## src/design/ols_pkg.sv

```systemverilog
// ols_pkg: shared types, request and status codes for the ordered list store.
// Used by ols_ctrl, ols_datapath and ordered_list_store_core.
`timescale 1ns / 1ps
`default_nettype none
package ols_pkg;

	localparam int DEPTH = 16;
	localparam int IDX_W = $clog2(DEPTH);
	localparam int CNT_W = $clog2(DEPTH + 1);
	localparam int POS_W = 4;
	localparam int CMP_W = (CNT_W > POS_W) ? CNT_W : POS_W;

	typedef logic [IDX_W-1:0] idx_t;
	typedef logic [CNT_W-1:0] cnt_t;
	typedef logic [CMP_W-1:0] cmp_t;

	localparam logic [2:0] REQ_PUSH_FRONT = 3'd0;
	localparam logic [2:0] REQ_PUSH_BACK  = 3'd1;
	localparam logic [2:0] REQ_REMOVE     = 3'd2;
	localparam logic [2:0] REQ_READ       = 3'd3;
	localparam logic [2:0] REQ_CLEAR      = 3'd4;

	localparam logic [1:0] ST_OK    = 2'd0;
	localparam logic [1:0] ST_FULL  = 2'd1;
	localparam logic [1:0] ST_RANGE = 2'd2;

	typedef struct packed {
		logic [2:0]        req_type;
		logic signed [31:0] value;
		logic [POS_W-1:0]  position;
	} req_t;

	typedef struct packed {
		logic signed [31:0] read_value;
		logic [1:0]         status;
		logic [4:0]         count;
		logic signed [31:0] last_value;
		logic               last_valid;
	} rsp_t;

	typedef enum logic [3:0] {
		S_IDLE,
		S_DISPATCH,
		S_SHIFT_UP,
		S_UP_TAIL,
		S_FRONT,
		S_SHIFT_DN,
		S_DN_TAIL,
		S_LAST_RD,
		S_LAST_LD,
		S_FINISH
	} ctl_state_t;

	typedef enum logic [4:0] {
		OP_NOP,
		OP_CAPTURE,
		OP_FLAG_FULL,
		OP_FLAG_RANGE,
		OP_IGNORE,
		OP_CLEAR,
		OP_PUSH_BACK,
		OP_PUSH_FRONT,
		OP_START_UP,
		OP_START_DN,
		OP_DROP_TAIL,
		OP_READ_POS,
		OP_SHIFT_UP,
		OP_SHIFT_DN,
		OP_FLUSH_UP,
		OP_FLUSH_DN,
		OP_READ_LAST,
		OP_LOAD_LAST,
		OP_RESPOND
	} dp_op_t;

	typedef struct packed {
		logic [2:0] req_type;
		logic       full;
		logic       empty;
		logic       pos_ok;
		logic       pos_last;
		logic       many;
		logic       ptr_zero;
		logic       ptr_end;
		logic       rsp_busy;
	} dp_stat_t;

endpackage
`default_nettype wire

```

## src/design/ols_datapath.sv

```systemverilog
// ols_datapath: element memory, count, last-element and response registers.
// Executes one ols_pkg::dp_op_t per cycle; types from ols_pkg.
`timescale 1ns / 1ps
`default_nettype none
module ols_datapath (
	input  wire logic              clk,
	input  wire logic              arst_n,
	input  wire ols_pkg::req_t     req,
	input  wire ols_pkg::dp_op_t   op,
	input  wire logic              rsp_stall,
	output ols_pkg::dp_stat_t      stat,
	output logic                   rsp_valid,
	output ols_pkg::rsp_t          rsp
);

	logic [31:0]         mem_q [ols_pkg::DEPTH];
	logic [31:0]         rdata_q;
	logic [31:0]         value_q;
	logic [31:0]         last_q;
	logic [2:0]          type_q;
	logic [ols_pkg::POS_W-1:0] pos_q;
	logic [1:0]          status_q;
	ols_pkg::cnt_t       count_q;
	ols_pkg::idx_t       ptr_q;
	ols_pkg::idx_t       waddr_q;
	logic                wpend_q;
	logic                rsp_valid_q;
	ols_pkg::rsp_t       rsp_q;

	logic                we;
	ols_pkg::idx_t       waddr;
	logic [31:0]         wdata;
	logic                re;
	ols_pkg::idx_t       raddr;
	ols_pkg::cnt_t       count_m1;
	logic                count_nz;

	assign count_m1 = count_q - ols_pkg::cnt_t'(1);
	assign count_nz = (count_q != '0);

	always_comb begin
		stat.req_type = type_q;
		stat.full     = (count_q == ols_pkg::cnt_t'(ols_pkg::DEPTH));
		stat.empty    = !count_nz;
		stat.pos_ok   = (ols_pkg::cmp_t'(pos_q) < ols_pkg::cmp_t'(count_q));
		stat.pos_last = (ols_pkg::cmp_t'(pos_q) == ols_pkg::cmp_t'(count_m1));
		stat.many     = (count_q > ols_pkg::cnt_t'(1));
		stat.ptr_zero = (ptr_q == '0);
		stat.ptr_end  = (ols_pkg::cnt_t'(ptr_q) == count_m1);
		stat.rsp_busy = rsp_valid_q && rsp_stall;
	end

	always_comb begin
		we    = 1'b0;
		waddr = waddr_q;
		wdata = rdata_q;
		re    = 1'b0;
		raddr = ptr_q;
		unique case (op)
			ols_pkg::OP_PUSH_BACK: begin
				we    = 1'b1;
				waddr = ols_pkg::idx_t'(count_q);
				wdata = value_q;
			end
			ols_pkg::OP_PUSH_FRONT: begin
				we    = 1'b1;
				waddr = '0;
				wdata = value_q;
			end
			ols_pkg::OP_SHIFT_UP, ols_pkg::OP_SHIFT_DN: begin
				we = wpend_q;
				re = 1'b1;
			end
			ols_pkg::OP_FLUSH_UP, ols_pkg::OP_FLUSH_DN: begin
				we = wpend_q;
			end
			ols_pkg::OP_READ_POS: begin
				re    = 1'b1;
				raddr = ols_pkg::idx_t'(pos_q);
			end
			ols_pkg::OP_READ_LAST: begin
				re    = 1'b1;
				raddr = ols_pkg::idx_t'(count_m1);
			end
			default: begin
			end
		endcase
	end

	always_ff @(posedge clk) begin
		if (we) begin
			mem_q[waddr] <= wdata;
		end
		if (re) begin
			rdata_q <= mem_q[raddr];
		end
	end

	always_ff @(posedge clk or negedge arst_n) begin
		if (!arst_n) begin
			count_q     <= '0;
			wpend_q     <= 1'b0;
			rsp_valid_q <= 1'b0;
		end else begin
			if (op == ols_pkg::OP_RESPOND) begin
				rsp_valid_q <= 1'b1;
			end else if (rsp_valid_q && !rsp_stall) begin
				rsp_valid_q <= 1'b0;
			end
			unique case (op)
				ols_pkg::OP_CLEAR:      count_q <= '0;
				ols_pkg::OP_PUSH_BACK,
				ols_pkg::OP_PUSH_FRONT: count_q <= count_q + ols_pkg::cnt_t'(1);
				ols_pkg::OP_DROP_TAIL,
				ols_pkg::OP_FLUSH_DN:   count_q <= count_m1;
				ols_pkg::OP_START_UP,
				ols_pkg::OP_START_DN,
				ols_pkg::OP_FLUSH_UP:   wpend_q <= 1'b0;
				ols_pkg::OP_SHIFT_UP,
				ols_pkg::OP_SHIFT_DN:   wpend_q <= 1'b1;
				default: begin
				end
			endcase
			if (op == ols_pkg::OP_FLUSH_DN) begin
				wpend_q <= 1'b0;
			end
		end
	end

	always_ff @(posedge clk) begin
		unique case (op)
			ols_pkg::OP_CAPTURE: begin
				type_q  <= req.req_type;
				value_q <= req.value;
				pos_q   <= req.position;
			end
			ols_pkg::OP_FLAG_FULL:  status_q <= ols_pkg::ST_FULL;
			ols_pkg::OP_FLAG_RANGE: status_q <= ols_pkg::ST_RANGE;
			ols_pkg::OP_IGNORE,
			ols_pkg::OP_CLEAR,
			ols_pkg::OP_DROP_TAIL,
			ols_pkg::OP_READ_POS:   status_q <= ols_pkg::ST_OK;
			ols_pkg::OP_PUSH_BACK: begin
				status_q <= ols_pkg::ST_OK;
				last_q   <= value_q;
			end
			ols_pkg::OP_PUSH_FRONT: begin
				status_q <= ols_pkg::ST_OK;
				if (!count_nz) begin
					last_q <= value_q;
				end
			end
			ols_pkg::OP_START_UP: begin
				status_q <= ols_pkg::ST_OK;
				ptr_q    <= ols_pkg::idx_t'(count_m1);
			end
			ols_pkg::OP_START_DN: begin
				status_q <= ols_pkg::ST_OK;
				ptr_q    <= ols_pkg::idx_t'(pos_q) + ols_pkg::idx_t'(1);
			end
			ols_pkg::OP_SHIFT_UP: begin
				waddr_q <= ptr_q + ols_pkg::idx_t'(1);
				if (!stat.ptr_zero) begin
					ptr_q <= ptr_q - ols_pkg::idx_t'(1);
				end
			end
			ols_pkg::OP_SHIFT_DN: begin
				waddr_q <= ptr_q - ols_pkg::idx_t'(1);
				if (!stat.ptr_end) begin
					ptr_q <= ptr_q + ols_pkg::idx_t'(1);
				end
			end
			ols_pkg::OP_LOAD_LAST:  last_q <= rdata_q;
			ols_pkg::OP_RESPOND: begin
				rsp_q.read_value <= (type_q == ols_pkg::REQ_READ && status_q == ols_pkg::ST_OK)
					? rdata_q : 32'sd0;
				rsp_q.status     <= status_q;
				rsp_q.count      <= 5'(count_q);
				rsp_q.last_value <= count_nz ? last_q : 32'sd0;
				rsp_q.last_valid <= count_nz;
			end
			default: begin
			end
		endcase
	end

	assign rsp_valid = rsp_valid_q;
	assign rsp       = rsp_q;

endmodule
`default_nettype wire

```

## src/design/ols_ctrl.sv

```systemverilog
// ols_ctrl: request sequencer for the ordered list store.
// Issues one datapath op per cycle from datapath status; types from ols_pkg.
`timescale 1ns / 1ps
`default_nettype none
module ols_ctrl (
	input  wire logic              clk,
	input  wire logic              arst_n,
	input  wire logic              req_valid,
	output logic                   req_stall,
	input  wire ols_pkg::dp_stat_t stat,
	output ols_pkg::dp_op_t        op
);

	ols_pkg::ctl_state_t state_q;
	ols_pkg::ctl_state_t state_d;

	always_ff @(posedge clk or negedge arst_n) begin
		if (!arst_n) begin
			state_q <= ols_pkg::S_IDLE;
		end else begin
			state_q <= state_d;
		end
	end

	always_comb begin
		state_d   = state_q;
		op        = ols_pkg::OP_NOP;
		req_stall = 1'b1;
		unique case (state_q)
			ols_pkg::S_IDLE: begin
				req_stall = 1'b0;
				if (req_valid) begin
					op      = ols_pkg::OP_CAPTURE;
					state_d = ols_pkg::S_DISPATCH;
				end
			end
			ols_pkg::S_DISPATCH: begin
				state_d = ols_pkg::S_FINISH;
				unique case (stat.req_type)
					ols_pkg::REQ_PUSH_FRONT: begin
						if (stat.full) begin
							op = ols_pkg::OP_FLAG_FULL;
						end else if (stat.empty) begin
							op = ols_pkg::OP_PUSH_FRONT;
						end else begin
							op      = ols_pkg::OP_START_UP;
							state_d = ols_pkg::S_SHIFT_UP;
						end
					end
					ols_pkg::REQ_PUSH_BACK: begin
						op = stat.full ? ols_pkg::OP_FLAG_FULL : ols_pkg::OP_PUSH_BACK;
					end
					ols_pkg::REQ_REMOVE: begin
						if (!stat.pos_ok) begin
							op = ols_pkg::OP_FLAG_RANGE;
						end else if (stat.pos_last) begin
							op = ols_pkg::OP_DROP_TAIL;
							if (stat.many) begin
								state_d = ols_pkg::S_LAST_RD;
							end
						end else begin
							op      = ols_pkg::OP_START_DN;
							state_d = ols_pkg::S_SHIFT_DN;
						end
					end
					ols_pkg::REQ_READ: begin
						op = stat.pos_ok ? ols_pkg::OP_READ_POS : ols_pkg::OP_FLAG_RANGE;
					end
					ols_pkg::REQ_CLEAR: begin
						op = ols_pkg::OP_CLEAR;
					end
					default: begin
						op = ols_pkg::OP_IGNORE;
					end
				endcase
			end
			ols_pkg::S_SHIFT_UP: begin
				op = ols_pkg::OP_SHIFT_UP;
				if (stat.ptr_zero) begin
					state_d = ols_pkg::S_UP_TAIL;
				end
			end
			ols_pkg::S_UP_TAIL: begin
				op      = ols_pkg::OP_FLUSH_UP;
				state_d = ols_pkg::S_FRONT;
			end
			ols_pkg::S_FRONT: begin
				op      = ols_pkg::OP_PUSH_FRONT;
				state_d = ols_pkg::S_FINISH;
			end
			ols_pkg::S_SHIFT_DN: begin
				op = ols_pkg::OP_SHIFT_DN;
				if (stat.ptr_end) begin
					state_d = ols_pkg::S_DN_TAIL;
				end
			end
			ols_pkg::S_DN_TAIL: begin
				op      = ols_pkg::OP_FLUSH_DN;
				state_d = ols_pkg::S_FINISH;
			end
			ols_pkg::S_LAST_RD: begin
				op      = ols_pkg::OP_READ_LAST;
				state_d = ols_pkg::S_LAST_LD;
			end
			ols_pkg::S_LAST_LD: begin
				op      = ols_pkg::OP_LOAD_LAST;
				state_d = ols_pkg::S_FINISH;
			end
			ols_pkg::S_FINISH: begin
				if (!stat.rsp_busy) begin
					op      = ols_pkg::OP_RESPOND;
					state_d = ols_pkg::S_IDLE;
				end
			end
			default: begin
				state_d = ols_pkg::S_IDLE;
			end
		endcase
	end

endmodule
`default_nettype wire

```

## src/design/ordered_list_store_core.sv

```systemverilog
// Ordered list store, up to DEPTH signed 32-bit elements in a single-port-write memory.
// Push front into a non-empty list shifts every element up one slot before writing slot 0;
// remove shifts the elements above position down, or, when removing the last of several, reloads the new last.
// Throughput: one request at a time, set by the one-element-per-cycle shift through the
// memory port. Reset empties the list; no clearing pass.
// Depends on ols_pkg, ols_ctrl and ols_datapath.
`timescale 1ns / 1ps
`default_nettype none
module ordered_list_store_core (
	input  wire logic           clk,
	input  wire logic           arst_n,
	input  wire logic           req_valid,
	output logic                req_stall,
	input  wire ols_pkg::req_t  req,
	output logic                rsp_valid,
	input  wire logic           rsp_stall,
	output ols_pkg::rsp_t       rsp
);

	ols_pkg::dp_op_t   op;
	ols_pkg::dp_stat_t stat;

	ols_ctrl u_ctrl (
		.clk       (clk),
		.arst_n    (arst_n),
		.req_valid (req_valid),
		.req_stall (req_stall),
		.stat      (stat),
		.op        (op)
	);

	ols_datapath u_datapath (
		.clk       (clk),
		.arst_n    (arst_n),
		.req       (req),
		.op        (op),
		.rsp_stall (rsp_stall),
		.stat      (stat),
		.rsp_valid (rsp_valid),
		.rsp       (rsp)
	);

endmodule
`default_nettype wire
```

## config.mk

```make
export PLATFORM = sky130hd
export DESIGN_NAME = ordered_list_store_core
export DESIGN_NICKNAME = d
export VERILOG_FILES = /design/src/design/ols_pkg.sv /design/src/design/ols_datapath.sv /design/src/design/ols_ctrl.sv /design/src/design/ordered_list_store_core.sv
export SDC_FILE = /design/constraint.sdc
export NUM_CORES = 1
export LEC_CHECK = 0
export BUFFER_PORTS_ARGS = -buffer_cell sky130_fd_sc_hd__buf_2
export CAP_MARGIN = 10
export CORE_MARGIN = 10
export CORE_UTILIZATION = 50
export CTS_CLUSTER_DIAMETER = 30
export CTS_CLUSTER_SIZE = 40
export DETAILED_ROUTE_END_ITERATION = 10
export GPL_ROUTABILITY_DRIVEN = 0
export GPL_TIMING_DRIVEN = 0
export PLACE_DENSITY = 0.67
export SLEW_MARGIN = 40
export SYNTH_ARGS = -nofsm -noshare
export SYNTH_HDL_FRONTEND = slang
export SYNTH_SLANG_ARGS = --single-unit
export TNS_END_PERCENT = 10
```

## constraint.sdc

```tcl
create_clock -name clk -period 7.7 [get_ports clk]
set_input_delay 0.385 -clock clk [delete_from_list [all_inputs] [get_ports clk]]
set_output_delay 0.385 -clock clk [all_outputs]
set_load 0.01 [all_outputs]
```

==> results by group, run 1 <==
Synth
  • Post-synthesis area per instance: 15.37 sq um
  • Leading cell type by number of instances after synthesis: sky130_fd_sc_hd__edfxtp_1
  • Complex-gate fraction of the synthesized area: 6.330%
  • Synthesis-stage register bit count: 708
  • Synth cell types: 67
  • Number of enable-type register cells in the synthesized netlist: 697
  • Simple-gate share of the synthesized area: 10.45%
  • Most used flip-flop cell after synthesis: sky130_fd_sc_hd__edfxtp_1
  • Top-area cell type share of the netlist area: 73.17%
  • Largest cells by area after synthesis: sky130_fd_sc_hd__edfxtp_1, sky130_fd_sc_hd__nand2_1, sky130_fd_sc_hd__mux2i_1
  • Number of warnings printed during yosys synthesis: 0
  • Dominant combinational cell family by area after synthesis: simple AND/OR/NAND/NOR gates
  • Gate count of the mapped netlist: 1861
  • Total standard cell area after synthesis: 0.02860 sq mm
  • Post-Synth XOR/XNOR Area: 0.5074%
  • Cell type contributing the most total cell area after synthesis: sky130_fd_sc_hd__edfxtp_1
  • Mux share of post-synthesis cell area: 6.128%
  • Sequential element share of the synthesized area: 74.13%
  • Nets in the synthesized netlist: 1915
  • Commonest cells post-synth: sky130_fd_sc_hd__edfxtp_1, sky130_fd_sc_hd__nand2_1, sky130_fd_sc_hd__mux2i_1, sky130_fd_sc_hd__a32o_1, sky130_fd_sc_hd__mux2_2
  • Proportion of synthesized flip-flops having asynchronous set or reset: 1.554%
  • Post-synthesis share of cell area spent on full adders, half adders and majority gates: 0.4812%

Route
  • Detail Route met2 WL: 35.98 mm
  • Wirelength, routed: 74.08 mm
  • Total via count after detailed routing: 17680
  • Average via count per standard cell: 5.822
  • Post-route DRC: 0
  • Routed length on met1: 29.32 mm
  • Detail Route met3 WL: 6.739 mm
  • Highest signal layer in the routed design: met4
  • Router iterations before antenna repair: 5
  • DR WL/cell: 24.40 um
  • Final ANT Viol Nets: 0
  • Number of DRC markers in iteration 0: 1919

Critical path
  • Sort of element at the end of the critical path: register
  • Startpoint of the worst-slack reg-to-reg timing path: u_datapath.count_q[0]$_DFFE_PN0P_
  • CP max stage delay: 560 ps
  • Required time at the endpoint of the critical path: 8080 ps
  • Critical path class: register to register
  • Data arrival time of the critical path: 5770 ps
  • Most numerous cell on the critical path: sky130_fd_sc_hd__clkbuf_1
  • Worst path buffer plus inverter count: 5
  • Series of cell instances along the critical path: clkbuf_1 > inv_1 > ha_1 > clkbuf_1 > and2_1 > o21a_1 > o31a_1 > o311ai_2 > nor2b_1 > clkbuf_1 > clkbuf_1 > nand2_1 > nand2_1
  • Element type at the critical path start: register
  • Crit path max fanout: 16
  • Launch point of the worst path: u_datapath.count_q[0]$_DFFE_PN0P_
  • Cell type of the slowest stage on the worst timing path: sky130_fd_sc_hd__clkbuf_1
  • Top Family by Delay on Critical Path: buffers and inverters

Flow run
  • Reported max-cap violation count: 0

Final layout
  • Final standard cell utilization of the core: 63.46%
  • Fraction of layout cells with a size suffix above 1: 22.81%
  • Area grow syn2layout: 25.34%
  • Number of nets at the end of the flow: 2229
  • Number of diodes: 0

STA
  • Final-report max-slew violation count: 0
  • Post-Route Setup TNS: 0 ps
  • Worst-Margin Slew: 874.9 ps
  • Maximum achievable frequency: 0.1856 GHz
  • Final hold violation count: 0
  • Share of the clock period used by the worst path after layout: 69.96%
  • Endpoints failing setup: 0
  • Worst-case clock skew: 26.57 ps
  • Relative slew slack: 41.32%
  • Final critical-path required period: 5387 ps
  • Unrepaired setup endpoints after global routing: no
  • Post-route worst setup slack: 2313 ps

Power
  • Worst vdd rail ir drop: 0.2528 mV
  • Power density normalized to cell area: 419.7 mW/mm^2
  • Leakage power of the design: 12.72 nW

Placed design
  • HPWL after detailed placement: 49.73 mm
  • Dpl ws: 2276 ps
  • Number of buffers added on ports: 116

Clocking
  • Hold buffer count at CTS: 40
  • Master cell of the clock root buffer: sky130_fd_sc_hd__clkbuf_16
  • Clk pin slew, worst setup/hold paths: 50 ps
  • Clock sinks: 708
  • Clock tree from TritonCTS: yes
  • Clock buffer count from CTS: 120
  • Clk Latency, worst-skew pair: 670 ps
  • Maximum buffer depth of the clock tree: 3
  • Number of H-tree levels: 3
  • Setup Fix Bufs, Post-CTS: 0
  • Number of gates given a new drive strength after cts: 0

Floorplanning
  • Die X: 259.2 um
  • Number of cell rows: 87
  • Die H: 259.2 um
  • Starting density of the core: 50.63%
  • Count of pins on the block boundary: 117
  • Total Die Area: 0.06717 sq mm
  • Core box area: 0.05650 sq mm

GRT
  • GRT Total Usage: 21.84%
  • Largest net degree at the start of global routing: 50
  • Vias in the first global route: 17820
  • Antenna violations before repair: 0
  • Global-route wire length before repair: 110.2 mm
  • Total gr overflow: 0

Hold path
  • Kind of path behind the tightest hold check: primary input to register
  • Critical hold path startpoint: rsp_stall

Outcome
  • Result of the run: completed
## final cells by class
type | count | area (sq um)
Buffer | 103 | 508.0
Clock buffer | 137 | 3108
Clock inverter | 90 | 1147
Fill cell | 3834 | 20640
Inverter | 15 | 58.81
Multi-Input combinational cell | 1035 | 7051
Sequential cell | 708 | 21210
Tap cell | 756 | 945.9
Timing Repair Buffer | 192 | 1829
## tightest hold or removal path, delay by kind of cell
kind,cells,cell delay [ps]
simple gates,1,100
buf+inv,1,70
compound gates,1,100
## flip-flops by register name, indices dropped and copies added, names as in the netlist
| name | cells |
|---|---|
| u_datapath.mem_q | 512 |
| u_datapath.value_q | 32 |
| u_datapath.ptr_q | 4 |
| u_datapath.rdata_q | 32 |
| u_datapath.status_q | 2 |
| u_datapath.last_q | 32 |
| u_datapath.rsp | 72 |
| u_datapath.waddr_q | 4 |
| u_datapath.rsp_valid | 1 |
| u_datapath.type_q | 3 |
| u_datapath.wpend_q | 1 |
| u_datapath.count_q | 5 |
| u_ctrl.state_q | 4 |
| u_datapath.pos_q | 4 |
## routing by layer
metal	vias to the layer above	track usage [%]
li1	7775	-
met1	8877	27.81
met2	880	36.17
met3	145	5.005
met4	0	7.991
met5	-	0
## cells by family after synthesis
family | Yosys count
compound gates | 214
xor+xnor | 15
fa+ha+maj | 11
buf+inv | 118
flops | 708
mux | 167
simple gates | 628
## cell usage in the layout (no fill, tap or decap), drive strengths merged, types with 15 or more instances in the layout
master / count
edfxtp: 697
nand2: 411
clkbuf: 200
buf: 192
mux2i: 102
a32o: 93
mux2: 65
nor2: 46
clkinv: 46
dlygate4sd3: 40
nor2b: 38
and2: 36
nor4: 36
o22ai: 33
inv: 30
bufinv: 21
o21ai: 18
nor3: 15
## report_power, final
part / switching, mW / internal (mW) / total, mW
Sequential: 0.212 / 5.35 / 5.56
Combinational: 2.70 / 1.30 / 4.00
Clock: 1.87 / 3.62 / 5.49
Total: 4.78 / 10.3 / 15.0
## path summary, 6_finish.rpt
kind,end,slack (ps),cells after the start
max,u_datapath.mem_q[15][1]$_DFFE_PP_,2310,13
min,u_datapath.rsp_valid$_DFFE_PN0P_,50,3
max reg2reg,u_datapath.mem_q[15][1]$_DFFE_PP_,2310,13
min reg2reg,u_datapath.rsp[37]$_DFFE_PP_,450,0
max in group asynchronous,u_datapath.count_q[4]$_DFFE_PN0P_,7280,2
min in group asynchronous,u_datapath.count_q[0]$_DFFE_PN0P_,160,2
## stage by stage
| stage | total power [mW] | cell area, sq um | cells | hold slack [ps] |
|---|---|---|---|---|
| 3_5_place_dp | 9.533 | 31170 | 2769 | 292.8 |
| 5_1_grt | 15.63 | 35850 | 3036 | 90.58 |
| 6_report | 15.05 | 35850 | 3036 | 48.54 |
| 3_3_place_gp | 9.338 | 30130 | 2733 | 288.9 |
| 4_1_cts | 15.06 | 35820 | 3036 | 30.42 |
| 2_1_floorplan | 8.065 | 28600 | 1861 | 89.41 |
Note: power is estimated with default switching activity, not from simulation.
==> inputs of run 2 (changes only) <==
==> constraint.sdc (replaced) <==
create_clock -name clk -period 5.15 [get_ports clk]
set_input_delay 0.2575 -clock clk [delete_from_list [all_inputs] [get_ports clk]]
set_output_delay 0.2575 -clock clk [all_outputs]
set_load 0.01 [all_outputs]
==> run 2 against run 1 <==
Clock-buffer cell count unchanged. Register-to-register slack got worse by 2200 ps. Sequential share of layout area fell by 0.080 points. Non-clock buffer count up 2. Critical path depth rose by 1. Core utilization increased by 0.086 points. Global-route usage hardly changed. Highest routed layer unchanged.
==> results by group, run 2 (synthesized netlist as in run 1, its figures left out) <==
Outcome
  • Result of the run: completed

Flow run
  • Reported max-cap violation count: 0 (unchanged)

Critical path
  • Element type at the critical path start: register
  • Depth of the most critical reg-to-reg path: 14 (+1)
  • Crit path max fanout: 10 (-6)
  • Required time at the endpoint of the critical path: 5560 ps (-2520 ps)
  • Sort of element at the end of the critical path: register
  • End of the worst register-to-register path: u_datapath.rdata_q[1]$_DFFE_PP_
  • R2r setup slk: 70 ps (-2240 ps)
  • Startpoint of the worst-slack reg-to-reg timing path: u_datapath.count_q[0]$_DFFE_PN0P_
  • Data arrival time of the critical path: 5490 ps (-280 ps)
  • Launch point of the worst path: u_datapath.count_q[0]$_DFFE_PN0P_
  • Critical path class: register to register

Final layout
  • Post-route design area: 0.03590 sq mm (+0.14%)
  • Most frequent standard cell in the layout excluding fill and tap cells: sky130_fd_sc_hd__edfxtp_1
  • Fraction of layout cells with a size suffix above 1: 23.18% (+0.37 points)
  • Register ranked first by flip-flop count: u_datapath.mem_q
  • Area grow syn2layout: 25.51%
  • Commonest non-fill, non-tap cells in the layout: sky130_fd_sc_hd__edfxtp_1, sky130_fd_sc_hd__nand2_1, sky130_fd_sc_hd__buf_2
  • Max FFs per register: 512 (unchanged)
  • Number of diodes: 0 (unchanged)
  • Number of nets at the end of the flow: 2231 (+0.090%)

GRT
  • Global-route wire length before repair: 110.4 mm (+0.19%)
  • Vias in the first global route: 17830 (+0.062%)
  • Antenna violations before repair: 0 (unchanged)
  • Total gr overflow: 0 (unchanged)
  • Largest net degree at the start of global routing: 50 (unchanged)
  • GRT Total Usage: 21.89% (+0.049 points)

STA
  • Maximum achievable frequency: 0.1970 GHz (+6.1%)
  • Final hold violation count: 0 (unchanged)
  • Relative slew slack: 42.12% (+0.80 points)
  • Worst hold slack across all endpoints: 32.26 ps (-16.27 ps)
  • Final critical-path required period: 5077 ps (-309.6 ps)
  • Share of the clock period used by the worst path after layout: 98.58% (+29 points)
  • Post-route worst setup slack: 72.99 ps (-2240 ps)
  • Endpoints failing setup: 0 (unchanged)
  • Unrepaired setup endpoints after global routing: yes
  • Final-report max-slew violation count: 0 (unchanged)
  • Worst-Margin Slew: 863.0 ps (-11.93 ps)
  • Worst-case clock skew: 24.81 ps (-1.759 ps)

Placed design
  • HPWL after detailed placement: 49.73 mm (unchanged)
  • Total cell area at the placement stage: 0.03117 sq mm (unchanged)
  • Dpl ws: -273.9 ps (-2550 ps)
  • Number of buffers added on ports: 116 (unchanged)

Clocking
  • Clk pin slew, worst setup/hold paths: 50 ps (about the same)
  • Number of H-tree levels: 3 (unchanged)
  • Setup Fix Bufs, Post-CTS: 0 (unchanged)
  • Clk Latency, worst-skew pair: 670 ps (about the same)
  • Clock tree from TritonCTS: yes
  • Master cell of the clock root buffer: sky130_fd_sc_hd__clkbuf_16
  • Clock sinks: 708 (unchanged)
  • Clock buffer count from CTS: 120 (unchanged)
  • Maximum buffer depth of the clock tree: 3 (unchanged)

Route
  • Average via count per standard cell: 5.821 (about the same)
  • Final ANT Viol Nets: 0 (unchanged)
  • Post-route DRC: 0 (unchanged)
  • Number of DRC markers in iteration 0: 1979 (+3.1%)
  • Router iterations before antenna repair: 7 (+2)
  • Total via count after detailed routing: 17680 (+0.040%)
  • DR WL/cell: 24.45 um (+0.20%)
  • Wirelength, routed: 74.28 mm (+0.27%)

Floorplanning
  • Die X: 259.2 um (unchanged)
  • Core box area: 0.05650 sq mm (unchanged)
  • Number of cell rows: 87 (unchanged)
  • Die H: 259.2 um (unchanged)
  • Starting density of the core: 50.63% (unchanged)
  • Total Die Area: 0.06717 sq mm (unchanged)
  • Count of pins on the block boundary: 117 (unchanged)

Power
  • Worst vdd rail ir drop: 0.3779 mV (+50%)
  • Overall power of the completed layout: 22.55 mW (+50%)
  • Leakage power of the design: 12.75 nW (+0.23%)
  • Power density normalized to cell area: 628.2 mW/mm^2 (+50%)

Hold path
  • Kind of path behind the tightest hold check: primary input to asynchronous set/reset pin
## run 2: cell types whose count changed in the layout (fill, tap and decap cells not counted), sizes merged
cell and delta:
dlygate4sd3 +2
## run 2: stage by stage
| stage | utilization, % | setup TNS (ps) | cells |
|---|---|---|---|
| 2_1_floorplan | - | 0 | 1861 |
| 3_3_place_gp | 53.33 | -1032310 | 2733 |
| 3_5_place_dp | 55.17 | -63550 | 2769 |
| 4_1_cts | 63.50 | 0 | 3038 |
| 5_1_grt | 63.55 | -27.15 | 3038 |
| 6_report | 63.55 | 0 | 3038 |
## run 2: how the worst max path moves through the flow
stage | cells past startpoint | endpoint
detailed placement | 13 | u_datapath.mem_q[11][1]$_DFFE_PP_
CTS | 14 | u_datapath.rdata_q[1]$_DFFE_PP_
floorplan | 12 | u_datapath.mem_q[11][0]$_DFFE_PP_
global placement | 12 | u_datapath.mem_q[9][28]$_DFFE_PP_
global route | 14 | u_datapath.rdata_q[1]$_DFFE_PP_
finish | 14 | u_datapath.rdata_q[1]$_DFFE_PP_
## run 2: repair_timing
action,CTS,global route
setup endpoints to repair,635,618
pin swaps,0,1
resized for setup,7,6
hold endpoints to repair,51,0
hold buffers,42,0
## run 2: final cells by class
type	count	area (sq um)
Buffer	103	514.2
Clock buffer	137	3108
Clock inverter	90	1147
Fill cell	3827	20590
Inverter	15	58.81
Multi-Input combinational cell	1035	7073
Sequential cell	708	21210
Tap cell	756	945.9
Timing Repair Buffer	194	1849
## run 2: worst max-delay path, stage by stage, from the launching register on
cell                       delay, ps
sky130_fd_sc_hd__dfrtp_1         450
sky130_fd_sc_hd__clkbuf_2        270
sky130_fd_sc_hd__inv_1           190
sky130_fd_sc_hd__ha_1            260
sky130_fd_sc_hd__nor4b_4         600
sky130_fd_sc_hd__o211ai_1        160
sky130_fd_sc_hd__and3_1          230
sky130_fd_sc_hd__buf_6           130
sky130_fd_sc_hd__o31a_1          270
sky130_fd_sc_hd__buf_6           160
sky130_fd_sc_hd__a221o_1         440
sky130_fd_sc_hd__nand3_1         320
sky130_fd_sc_hd__clkbuf_1        640
sky130_fd_sc_hd__o22ai_1         190
sky130_fd_sc_hd__nor4_2          490
## run 2: power breakdown
part	total, mW	internal [mW]	switching [mW]
Clock	8.22	5.41	2.81
Combinational	6.03	1.96	4.07
Sequential	8.31	7.99	0.316
## run 2: metal layers
| layer | up-vias | track usage (%) | part of all wire (%) |
|---|---|---|---|
| met2 | 904 | 36.25 | 49 |
| li1 | 7786 | - | - |
| met5 | - | 0 | 0 |
| met3 | 149 | 5.102 | 9.1 |
| met1 | 8845 | 27.83 | 39 |
| met4 | 0 | 7.991 | 2.9 |
==> inputs of run 3 (changes only) <==
--- a/config.mk
+++ b/config.mk
@@ -8,13 +8,14 @@
 export BUFFER_PORTS_ARGS = -buffer_cell sky130_fd_sc_hd__buf_2
 export CAP_MARGIN = 10
 export CORE_MARGIN = 10
-export CORE_UTILIZATION = 50
+export CORE_UTILIZATION = 51
+export CTS_BUF_LIST = sky130_fd_sc_hd__clkbuf_8
 export CTS_CLUSTER_DIAMETER = 30
 export CTS_CLUSTER_SIZE = 40
 export DETAILED_ROUTE_END_ITERATION = 10
 export GPL_ROUTABILITY_DRIVEN = 0
 export GPL_TIMING_DRIVEN = 0
-export PLACE_DENSITY = 0.67
+export PLACE_DENSITY = 0.68
 export SLEW_MARGIN = 40
 export SYNTH_ARGS = -nofsm -noshare
 export SYNTH_HDL_FRONTEND = slang
==> run 3 against run 2 <==
Sequential power about the same. Global-route usage increased by 0.45 points. Via count increased by 0.44%. Critical endpoint is now u_datapath.rdata_q[6]$_DFFE_PP_. Register-to-register slack improved by 130 ps. Largest cell class unchanged. Critical path depth decreased by 1. Worst setup slack improved by 130 ps.
==> results by group, run 3 (synthesized netlist as in run 1, its figures left out) <==
Final layout
  • Number of nets at the end of the flow: 2251 (+0.90%)
  • Fraction of layout cells with a size suffix above 1: 23.50% (+0.32 points)
  • Max FFs per register: 512 (unchanged)
  • Area grow syn2layout: 20.55%
  • Register ranked first by flip-flop count: u_datapath.mem_q
  • FF+latch area: 0.02121 sq mm (unchanged)
  • Fill cells: 3999 (+4.5%)
  • Final standard cell utilization of the core: 62.34% (-1.2 points)
  • Most frequent standard cell in the layout excluding fill and tap cells: sky130_fd_sc_hd__edfxtp_1
  • Number of cells in the finished layout apart from fillers: 3048 (+0.33%)
  • Commonest non-fill, non-tap cells in the layout: sky130_fd_sc_hd__edfxtp_1, sky130_fd_sc_hd__nand2_1, sky130_fd_sc_hd__clkbuf_8
  • Area of the multi-input gates: 0.007082 sq mm (+0.12%)

STA
  • Final hold violation count: 0 (unchanged)
  • Worst-Margin Slew: 857.9 ps (-5.003 ps)
  • Final-report max-slew violation count: 0 (unchanged)
  • Final critical-path required period: 4949 ps (-127.7 ps)
  • Relative slew slack: 42.42% (+0.30 points)
  • Share of the clock period used by the worst path after layout: 96.10% (-2.5 points)
  • Maximum achievable frequency: 0.2020 GHz (+2.6%)
  • Worst hold slack across all endpoints: 183.5 ps (+151.3 ps)
  • Endpoints failing setup: 0 (unchanged)
  • Post-Route Setup TNS: 0 ps (unchanged)
  • Worst-case clock skew: 42.25 ps (+17.44 ps)

GRT
  • Global-route wire length before repair: 110.8 mm (+0.32%)
  • Largest net degree at the start of global routing: 50 (unchanged)
  • Antenna violations before repair: 2 (+2)
  • Vias in the first global route: 18020 (+1.1%)
  • Total gr overflow: 0 (unchanged)
  • GRT Total Usage: 22.34% (+0.45 points)

Route
  • Post-route DRC: 0 (unchanged)
  • DR WL/cell: 24.44 um (about the same)
  • Final ANT Viol Nets: 0 (unchanged)
  • Total via count after detailed routing: 17760 (+0.44%)
  • Wirelength, routed: 74.50 mm (+0.29%)
  • Number of DRC markers in iteration 0: 1836 (-7.2%)
  • Router iterations before antenna repair: 5 (-2)
  • Average via count per standard cell: 5.827 (+0.11%)

Floorplanning
  • Core box area: 0.05531 sq mm (-2.1%)
  • Starting density of the core: 51.72% (+1.1 points)
  • Total Die Area: 0.06596 sq mm (-1.8%)
  • Number of cell rows: 86 (-1.1%)
  • Die X: 256.8 um (-0.91%)
  • Die H: 256.8 um (-0.91%)
  • Count of pins on the block boundary: 117 (unchanged)

Critical path
  • Element type at the critical path start: register
  • R2r setup slk: 200 ps (+130 ps)
  • Series of cell instances along the critical path: clkbuf_2 > inv_1 > ha_1 > or3b_2 > a32oi_1 > o31a_1 > buf_6 > a221o_1 > buf_2 > clkbuf_1 > nand2_1 > a32o_1 > nor4_1
  • Startpoint of the worst-slack reg-to-reg timing path: u_datapath.count_q[0]$_DFFE_PN0P_
  • Critical path class: register to register
  • Cell type of the slowest stage on the worst timing path: sky130_fd_sc_hd__nor4_1
  • CP max stage delay: 570 ps (-70 ps)
  • Required time at the endpoint of the critical path: 5630 ps (+70 ps)
  • End of the worst register-to-register path: u_datapath.rdata_q[6]$_DFFE_PP_
  • Crit path max fanout: 10 (unchanged)
  • Sort of element at the end of the critical path: register
  • End of the critical path: u_datapath.rdata_q[6]$_DFFE_PP_
  • Data arrival time of the critical path: 5430 ps (-60 ps)
  • Launch point of the worst path: u_datapath.count_q[0]$_DFFE_PN0P_
  • Depth of the most critical reg-to-reg path: 13 (-1)

Power
  • Switching power share of the total: 34.46% (+2.6 points)
  • Int Power: 13.03 mW (-15%)
  • Share of power burned in combinational logic: 30.5% (+3.8 points)
  • Proportion of power drawn by the clock network: 27.7% (-8.7 points)
  • Power density normalized to cell area: 576.5 mW/mm^2 (-8.2%)
  • Overall power of the completed layout: 19.88 mW (-12%)
  • Worst vdd rail ir drop: 0.3920 mV (+3.7%)
  • Leakage power of the design: 12.19 nW (-4.4%)
  • Sw power: 6.850 mW (-4.7%)
  • Power share of the sequential group: 41.8% (+5.0 points)

Placed design
  • Number of buffers added on ports: 116 (unchanged)
  • HPWL after detailed placement: 49.88 mm (+0.30%)
  • # placed instances: 2763 (-0.22%)

Clocking
  • Maximum buffer depth of the clock tree: 3 (unchanged)
  • Clock buffer count from CTS: 133 (+11%)
  • Clock tree from TritonCTS: yes
  • Clock sinks: 708 (unchanged)
  • Clk Latency, worst-skew pair: 800 ps (+130 ps)
  • Master cell of the clock root buffer: sky130_fd_sc_hd__clkbuf_8
  • Clk pin slew, worst setup/hold paths: 60 ps (about the same)
  • Number of H-tree levels: 4 (+1)

Flow run
  • Reported max-cap violation count: 0 (unchanged)

Outcome
  • Result of the run: completed

Hold path
  • Kind of path behind the tightest hold check: primary input to register
==> run 3: area by class of cell <==
cell class              count  share of cell area, %
flip-flops and latches    708                  61.50
inverters                  15                 0.1705
repair buffers            201                  5.661
plain buffers             103                  1.495
diodes                      2                0.01451
clock buffers             140                  5.588
multi-input cells        1035                  20.54
well taps                 748                  2.714
clock inverters            96                  2.322
==> run 3: repair_timing <==
item | in CTS | in global routing
hold buffers | 43 | 0
buffers inserted | 1 | 3
setup endpoints to repair | 784 | 874
gates resized for setup | 3 | 8
pin swaps | 0 | 3
hold endpoints to repair | 66 | 0
==> run 3: worst min path at each step <==
stage | slack [ps] | cells past startpoint | endpoint | start
2_1_floorplan | -40 | 0 | u_ctrl.state_q[0]$_DFFE_PN0P_ | arst_n
3_3_place_gp | 160 | 1 | u_datapath.rsp_valid$_DFFE_PN0P_ | arst_n
3_5_place_dp | 170 | 1 | u_datapath.rsp_valid$_DFFE_PN0P_ | arst_n
4_1_cts | 130 | 2 | u_datapath.value_q[7]$_DFFE_PN_ | req[11]
5_1_grt | 150 | 2 | u_datapath.value_q[4]$_DFFE_PN_ | req[8]
6_report | 180 | 2 | u_datapath.value_q[7]$_DFFE_PN_ | req[11]
==> run 3: critical path: cells and delay by family (launching register included) <==
kind,cells,cell delay [ps]
and+or+nand+nor,3,1210
adders and majority gates,1,280
DFF,1,450
buffers and inverters,5,1490
AOI/OAI and AO/OA,4,1200
==> run 3: power by group through the flow <==
stage	Combinational, mW	Clock (mW)	Sequential [mW]
detailed placement	5.88	0	8.40
global route	6.49	5.85	8.35
CTS	5.96	5.57	8.29
finish	6.07	5.51	8.30
global placement	5.54	0	8.41
floorplan	3.68	0	8.38
==> run 3: layer usage <==
layer  vias to the layer above  share of wire (%)  global-route usage [%]
met2                       912                 48                   36.23
met4                         0                2.3                   8.102
met5                         -                  0                       0
met1                      8916                 40                   28.33
li1                       7799                  -                       -
met3                       134                9.7                   6.286
==> run 3: metrics by stage <==
step	cell area [sq um]	worst slack [ps]
2_1_floorplan	28600	280.5
3_3_place_gp	30120	-2487
3_5_place_dp	31220	-314.2
4_1_cts	34400	30.02
5_1_grt	34480	-6.146
6_report	34480	200.7
